### src/rtl/bfiq_pkg.sv
// Package: shared types, constants and state encoding for the Bloom filter core.
package bfiq_pkg;

    typedef struct packed {
        logic        command;
        logic [31:0] key_word;
        logic [2:0]  word_bytes;
        logic        last_word;
    } t_item;

    typedef struct packed {
        logic        is_member;
        logic [31:0] entry_count;
    } t_result;

    localparam int          CFG_W          = 17;
    localparam int          CFG_IDX_W      = 1;
    localparam logic [CFG_IDX_W-1:0] REG_BIT_SIZE   = 1'b0;
    localparam logic [CFG_IDX_W-1:0] REG_HASH_COUNT = 1'b1;
    localparam logic [16:0] BIT_SIZE_RST   = 17'h10000;
    localparam logic [4:0]  HASH_COUNT_RST = 5'd7;

    localparam logic        CMD_INSERT = 1'b0;
    localparam logic        CMD_QUERY  = 1'b1;

    localparam logic [31:0] MM_C1   = 32'hcc9e2d51;
    localparam logic [31:0] MM_C2   = 32'h1b873593;
    localparam logic [31:0] MM_ADD  = 32'he6546b64;
    localparam logic [31:0] FMIX_C1 = 32'h85ebca6b;
    localparam logic [31:0] FMIX_C2 = 32'hc2b2ae35;

    typedef enum logic [3:0] {
        S_CLEAR, S_IDLE, S_K1, S_K2, S_MIX, S_F1, S_F2, S_DLD, S_DIV, S_RD, S_CHK, S_DONE
    } t_state;

    typedef enum logic [1:0] {
        MUL_K1, MUL_K2, MUL_F1, MUL_F2
    } t_mul_sel;

    typedef struct packed {
        logic     cap;
        logic     mul_en;
        t_mul_sel mul_sel;
        logic     mix;
        logic     div_load;
        logic     div_step;
        logic     mem_rd;
        logic     chk;
        logic     hnext;
        logic     clr_step;
        logic     finish;
    } t_ctrl;

    typedef struct packed {
        logic clr_done;
        logic last;
        logic probes_zero;
        logic div_last;
        logic hlast;
        logic miss;
    } t_stat;

endpackage

### src/rtl/bfiq_ctrl.sv
// Controller: sequences word mixing, finalization, reduction and bit probes.
module bfiq_ctrl (
    input  logic            i_clk,
    input  logic            i_rst_n,
    input  logic            i_start,
    input  bfiq_pkg::t_stat i_stat,
    output bfiq_pkg::t_ctrl o_ctrl,
    output logic            o_busy
);

    bfiq_pkg::t_state r_state;
    bfiq_pkg::t_state n_state;

    always_ff @(posedge i_clk) begin
        if (!i_rst_n) begin
            r_state <= bfiq_pkg::S_CLEAR;
        end else begin
            r_state <= n_state;
        end
    end

    always_comb begin
        n_state = r_state;
        case (r_state)
            bfiq_pkg::S_CLEAR: if (i_stat.clr_done) n_state = bfiq_pkg::S_IDLE;
            bfiq_pkg::S_IDLE:  if (i_start) n_state = bfiq_pkg::S_K1;
            bfiq_pkg::S_K1:    n_state = bfiq_pkg::S_K2;
            bfiq_pkg::S_K2:    n_state = bfiq_pkg::S_MIX;
            bfiq_pkg::S_MIX: begin
                if (!i_stat.last)          n_state = bfiq_pkg::S_IDLE;
                else if (i_stat.probes_zero) n_state = bfiq_pkg::S_DONE;
                else                        n_state = bfiq_pkg::S_F1;
            end
            bfiq_pkg::S_F1:    n_state = bfiq_pkg::S_F2;
            bfiq_pkg::S_F2:    n_state = bfiq_pkg::S_DLD;
            bfiq_pkg::S_DLD:   n_state = bfiq_pkg::S_DIV;
            bfiq_pkg::S_DIV:   if (i_stat.div_last) n_state = bfiq_pkg::S_RD;
            bfiq_pkg::S_RD:    n_state = bfiq_pkg::S_CHK;
            bfiq_pkg::S_CHK: begin
                // a query stops at the first clear bit
                if (i_stat.miss || i_stat.hlast) n_state = bfiq_pkg::S_DONE;
                else                              n_state = bfiq_pkg::S_F1;
            end
            bfiq_pkg::S_DONE:  n_state = bfiq_pkg::S_IDLE;
            default:           n_state = bfiq_pkg::S_CLEAR;
        endcase
    end

    always_comb begin
        o_ctrl         = '0;
        o_ctrl.mul_sel = bfiq_pkg::MUL_K1;
        o_busy         = (r_state != bfiq_pkg::S_IDLE);
        case (r_state)
            bfiq_pkg::S_CLEAR: o_ctrl.clr_step = 1'b1;
            bfiq_pkg::S_IDLE:  o_ctrl.cap = i_start;
            bfiq_pkg::S_K1: begin
                o_ctrl.mul_en  = 1'b1;
                o_ctrl.mul_sel = bfiq_pkg::MUL_K1;
            end
            bfiq_pkg::S_K2: begin
                o_ctrl.mul_en  = 1'b1;
                o_ctrl.mul_sel = bfiq_pkg::MUL_K2;
            end
            bfiq_pkg::S_MIX:   o_ctrl.mix = 1'b1;
            bfiq_pkg::S_F1: begin
                o_ctrl.mul_en  = 1'b1;
                o_ctrl.mul_sel = bfiq_pkg::MUL_F1;
            end
            bfiq_pkg::S_F2: begin
                o_ctrl.mul_en  = 1'b1;
                o_ctrl.mul_sel = bfiq_pkg::MUL_F2;
            end
            bfiq_pkg::S_DLD:   o_ctrl.div_load = 1'b1;
            bfiq_pkg::S_DIV:   o_ctrl.div_step = 1'b1;
            bfiq_pkg::S_RD:    o_ctrl.mem_rd = 1'b1;
            bfiq_pkg::S_CHK: begin
                o_ctrl.chk   = 1'b1;
                o_ctrl.hnext = 1'b1;
            end
            bfiq_pkg::S_DONE:  o_ctrl.finish = 1'b1;
            default:           o_ctrl = '0;
        endcase
    end

endmodule

### config.mk
export PLATFORM = sky130hd
export DESIGN_NAME = bfiq_ctrl
export DESIGN_NICKNAME = d
export VERILOG_FILES = /design/src/rtl/bfiq_pkg.sv /design/src/rtl/bfiq_ctrl.sv
export SDC_FILE = /design/constraint.sdc
export NUM_CORES = 1
export LEC_CHECK = 0
export BUFFER_PORTS_ARGS = -buffer_cell sky130_fd_sc_hd__buf_2
export CORE_AREA = 4 4 41 43
export DETAILED_ROUTE_END_ITERATION = 6
export DIE_AREA = 0 0 45 47
export GPL_TIMING_DRIVEN = 0
export SYNTH_ARGS = -nofsm -noshare
export SYNTH_HDL_FRONTEND = slang
export SYNTH_SLANG_ARGS = --single-unit
export TNS_END_PERCENT = 50
### constraint.sdc
create_clock -name i_clk -period 1.6 [get_ports i_clk]
set_input_delay 0.16 -clock i_clk [delete_from_list [all_inputs] [get_ports i_clk]]
set_output_delay 0.16 -clock i_clk [all_outputs]
set_load 0.01 [all_outputs]
# Word level (Yosys, flattened, before mapping)
# Cells that the tools add are included.
# totals
reg_bits	4
inputBits	9
out_inout_bits	13
wordCells	35
# classes
n_eq_ne	15
muxes	16
n_reduce_logical	3
# ops
operator	n
4-bit one-hot mux with 12 select lines	1
4-bit 2-to-1 mux	6
4-bit by 3-bit == test with 1-bit output (second input constant)	4
4-bit == test (second input constant)	4
3-bit one-hot mux with 4 select lines	1
4-bit by 2-bit == test with 1-bit output (second input constant)	2
1-bit 2-to-1 mux	7
2-bit inequality test (second input constant)	3
4-bit by 1-bit == test with 1-bit output (second input constant)	1
4-bit logical NOT	1
4-bit by 1-bit inequality test with 1-bit output (second input constant)	1
3-bit AND reduction	1
2-bit 2-to-1 mux	1
1-bit logical OR	1

# Logic depth before layout (Yosys ltp)
# depth
ltp_word	3
depth_mapped	4
ltp_nobuf	3

# Least setup slack after synthesis
# Ideal clock, no wire load.
# synth_timing
path_kind	reg-to-output
from	register r_state[2]
to	output o_ctrl[11] in the netlist's numbering
arrival_time_ns	1.220
t_required_ns	1.440
path_slack_ns	0.220
stages_incl_launch_ff	5
n_path_buf	1
cell_sequence	dfxtp_1 buf_2 nand2b_1 or3_1 nor2_1
# synth_rtl
element	line	rtl
from (decl)	bfiq_ctrl.sv:11	bfiq_pkg::t_state r_state;
from (signal assigned)	bfiq_ctrl.sv:16	r_state <= bfiq_pkg::S_CLEAR;
from (signal assigned)	bfiq_ctrl.sv:18	r_state <= n_state;
to (decl)	bfiq_ctrl.sv:7	output bfiq_pkg::t_ctrl o_ctrl,

==> out/summary.md <==
Detailed routing placed a total of 504 µm of wire on met2. The most used flip-flop cell after synthesis was sky130_fd_sc_hd__dfxtp_1. Averaged over all synthesized cells, the footprint is 7.239 µm². The logs give 92 for the total instance count after detailed placement and 3 for the number of buffers inserted during clock tree synthesis. Weighted congestion at the end of routability-driven global placement: 0.7537. Global routing finished with a remaining overflow of 0. The required time at the worst-slack endpoint was 1.44 ns; the setup skew after layout was 0.0008705 ns. In the final layout, the registers with the most flip-flops are r_state: 4 flops.

Once the floorplan was initialized, standard cells occupied 31.15% of the core. The total length of routed met3 wires was 30 µm. The maximum fanout along the worst path works out to 10. In this run the static leakage power is 0.3006 nW. The flip-flop and latch count after synthesis is 4, and the met1 layer wirelength in the final routing is 469 µm.

The area added between synthesis and finish was 42.59%; the height of the die was 47 µm. Clock network latency to the later pin of the worst-skew pair: 0.23 ns. Number of enable-type register cells in the synthesized netlist: 0. Once layout is complete, the cells apart from fillers number 95. The number of nets in the synthesized netlist was 65. The number of gates resized after CTS was 3.

The top cell type's share of synthesized area came out at 19.75%. In this run the count of I/O pins placed on the die edge is 22. The worst setup path is launched from a flip-flop. Yosys printed 0 warnings. The hold violation total from the final report was 0. The final-layout setup total negative slack came out at 0 ns. The tools report the cell row count as 13.

The max-cap check violation count is 0. In this run, post-CTS hold repair placed 0 buffers. In the global route stage, overall resource usage came out at 9.716%. Counting distinct cell types in the post-synthesis netlist gives 26. The tools report the final wirelength as 1005 µm.

Signal routing reaches up to met3. The number of port buffers was 21; the number of instances in the synthesized netlist was 56. For this block, the initial DRC count from the detailed router was 2.

The number of clock sinks was 4. The tools report the clock tree root buffer cell as sky130_fd_sc_hd__clkbuf_4. Data on the critical path arrives at its endpoint at 1.38 ns. The worst-case IR drop observed on VDD is 0.9400 mV. Based on the critical path, the design can be clocked at up to 0.6474 GHz. Counting flops per register, the top entry is r_state. Class of the tightest hold or removal check: in -> reg. The via count of the first global-routing pass was 369. The worst relative slew slack was 70.33%. The logs give 1301 µm² for the area of the core and 19.75% for the register area share after synthesis.

The number of antenna violations at the first check in global routing was 0. The critical path is of the reg -> out type. For this run, design rule violations remaining after detail routing come to 0.

The run finished with clean final reports. The run gives 0 as the final antenna diode count. The first global-routing pass estimated 1531 µm of wire. The post-synthesis instance area is 405.4 µm². The floorplan step defined a die boundary enclosing 2115 µm². Setup repair after global routing could not meet its margin everywhere. Cell area power density: 1500 nW/µm². By area the synthesized netlist is led by sky130_fd_sc_hd__dfxtp_1, sky130_fd_sc_hd__nor2_1, sky130_fd_sc_hd__nand2b_1. In the final layout, the share of cells above drive strength 1 is 47.50%. Of all flip-flops after synthesis, the portion carrying an async set or reset was 0%. The worst setup path is captured at an output pin. The depth of the CTS H-tree is 1, and the number of buffers added for setup after CTS is 0. The wire-length estimate of the detail-placed layout is 788.6 µm. TritonCTS built the clock tree. The clock period could shrink to 1.545 ns. The count of pins over their slew limit was 0.

The leading area contributor after synthesis is sky130_fd_sc_hd__dfxtp_1. The length of the first detailed-routing pass in iterations was 2; the number of flip-flops in the largest register was 4. The most common cell in the synthesized netlist is sky130_fd_sc_hd__nor2_1. Final layout net count: 91. The maximum number of pins on one net before global-route repair is 11, and the number of nets with antenna violations after detailed routing is 0. The routed wire length per instance was 10.58 µm. The share of the cycle needed by the critical path after routing is 96.54%, and the number of buffers between clock root and the deepest sink is 2.

The floorplan step set the die width to 45 µm. The number of vias per cell after detailed routing works out to 4.758. Clock-pin slew was measured on the worst setup and hold paths at 0.04 ns.

The number of vias after detailed routing came out at 452. For the pin with the worst max-slew slack, the measured transition is 0.4410 ns. The count of final setup violators was 0.
-- power breakdown --
| group | leakage (nW) | internal (W) | switching [W] | total [W] |
|---|---|---|---|---|
| sequential | 0.0335 | 0.000140 | 0.0000398 | 0.000180 |
| clock | 0.0138 | 0.0000836 | 0.0000367 | 0.000120 |
| combinational | 0.253 | 0.000273 | 0.000294 | 0.000567 |
| total | 0.301 | 0.000496 | 0.000371 | 0.000867 |
-- layout make-up --
type	count	area (µm²)
Buffer	5	36.28
Sequential cell	4	82.58
Timing Repair Buffer	21	105.1
Tap cell	15	18.77
Fill cell	155	723.2
Clock buffer	3	22.52
Inverter	4	15.01
Multi-Input combinational cell	43	297.8
-- critical path, cell delays in order, from the launching register on --
cell and delay (ns):
sky130_fd_sc_hd__dfxtp_2 0.32, sky130_fd_sc_hd__buf_6 0.13, sky130_fd_sc_hd__nand2b_4 0.16, sky130_fd_sc_hd__or3_4 0.34, sky130_fd_sc_hd__nor2_2 0.08, sky130_fd_sc_hd__buf_2 0.12
-- logic make-up after synthesis --
family	Yosys count	share of synthesized area, %
xor+xnor	3	6.483
simple gates	28	39.20
mux	1	2.469
buf+inv	9	10.49
compound gates	11	21.60
flops	4	19.75
-- worst paths after layout --
check	slack, ns	to	start	cells after the start
setup reg to reg	0.32	r_state[2]$_SDFFE_PN0P_	r_state[3]$_SDFFE_PN0P_	3
setup / recovery	0.06	o_ctrl[11]	r_state[2]$_SDFFE_PN0P_	5
hold / removal	0.21	r_state[2]$_SDFFE_PN0P_	i_rst_n	2
hold reg to reg	0.70	r_state[0]$_SDFFE_PN0P_	r_state[0]$_SDFFE_PN0P_	3
-- through the flow --
stage / instance area [µm²] / utilization (%) / total power (W) / setup slack, ns / hold slack (ns)
finish: 578.1 / 44.42 / 0.0008670 / 0.05532 / 0.2054
global route: 578.1 / 44.42 / 0.0009462 / -0.01271 / 0.1993
CTS: 561.8 / 43.17 / 0.0008478 / 0.008502 / 0.2054
detailed placement: 529.3 / 40.67 / 0.0006975 / 0.1640 / 0.4516
global placement: 529.3 / 40.67 / 0.0006988 / 0.1537 / 0.4525
floorplan: 405.4 / - / 0.0005490 / 0.2200 / 0.2879
-- routing by layer --
metal | vias to the layer above | GRT usage, %
met5 | - | 0
met2 | 7 | 14.69
met1 | 201 | 13.18
met3 | 0 | 1.533
met4 | 0 | 5.263
li1 | 244 | -
-- placed cells by master (no fill, tap or decap) --
cell,netlist,final
sky130_fd_sc_hd__nor2_1,10,9
sky130_fd_sc_hd__nand2b_1,4,3
sky130_fd_sc_hd__buf_2,4,23
sky130_fd_sc_hd__inv_1,4,4
sky130_fd_sc_hd__or4b_4,1,1
sky130_fd_sc_hd__dfxtp_2,0,2
sky130_fd_sc_hd__nand2_1,4,4
sky130_fd_sc_hd__buf_4,1,1
sky130_fd_sc_hd__nor3b_2,1,1
sky130_fd_sc_hd__clkbuf_4,0,4
sky130_fd_sc_hd__nor2_2,0,1
sky130_fd_sc_hd__or3_4,0,1
sky130_fd_sc_hd__mux2i_1,1,1
sky130_fd_sc_hd__buf_6,0,1
sky130_fd_sc_hd__nor4_1,1,1
sky130_fd_sc_hd__nand4bb_1,1,1
sky130_fd_sc_hd__o22ai_2,1,1
sky130_fd_sc_hd__a21oi_1,3,3
sky130_fd_sc_hd__a21bo_2,1,1
sky130_fd_sc_hd__dfxtp_1,4,2
sky130_fd_sc_hd__o21ai_0,1,1
sky130_fd_sc_hd__o31a_1,2,2
sky130_fd_sc_hd__a221o_1,1,1
sky130_fd_sc_hd__nand2b_4,0,1
sky130_fd_sc_hd__and2_1,1,1
sky130_fd_sc_hd__xor2_1,1,1
sky130_fd_sc_hd__xnor2_1,2,2
sky130_fd_sc_hd__a211oi_1,1,1
sky130_fd_sc_hd__o311a_1,1,1
sky130_fd_sc_hd__nor3_1,2,2
sky130_fd_sc_hd__nor3b_1,2,2
Note: power is estimated with default switching activity, not from simulation.
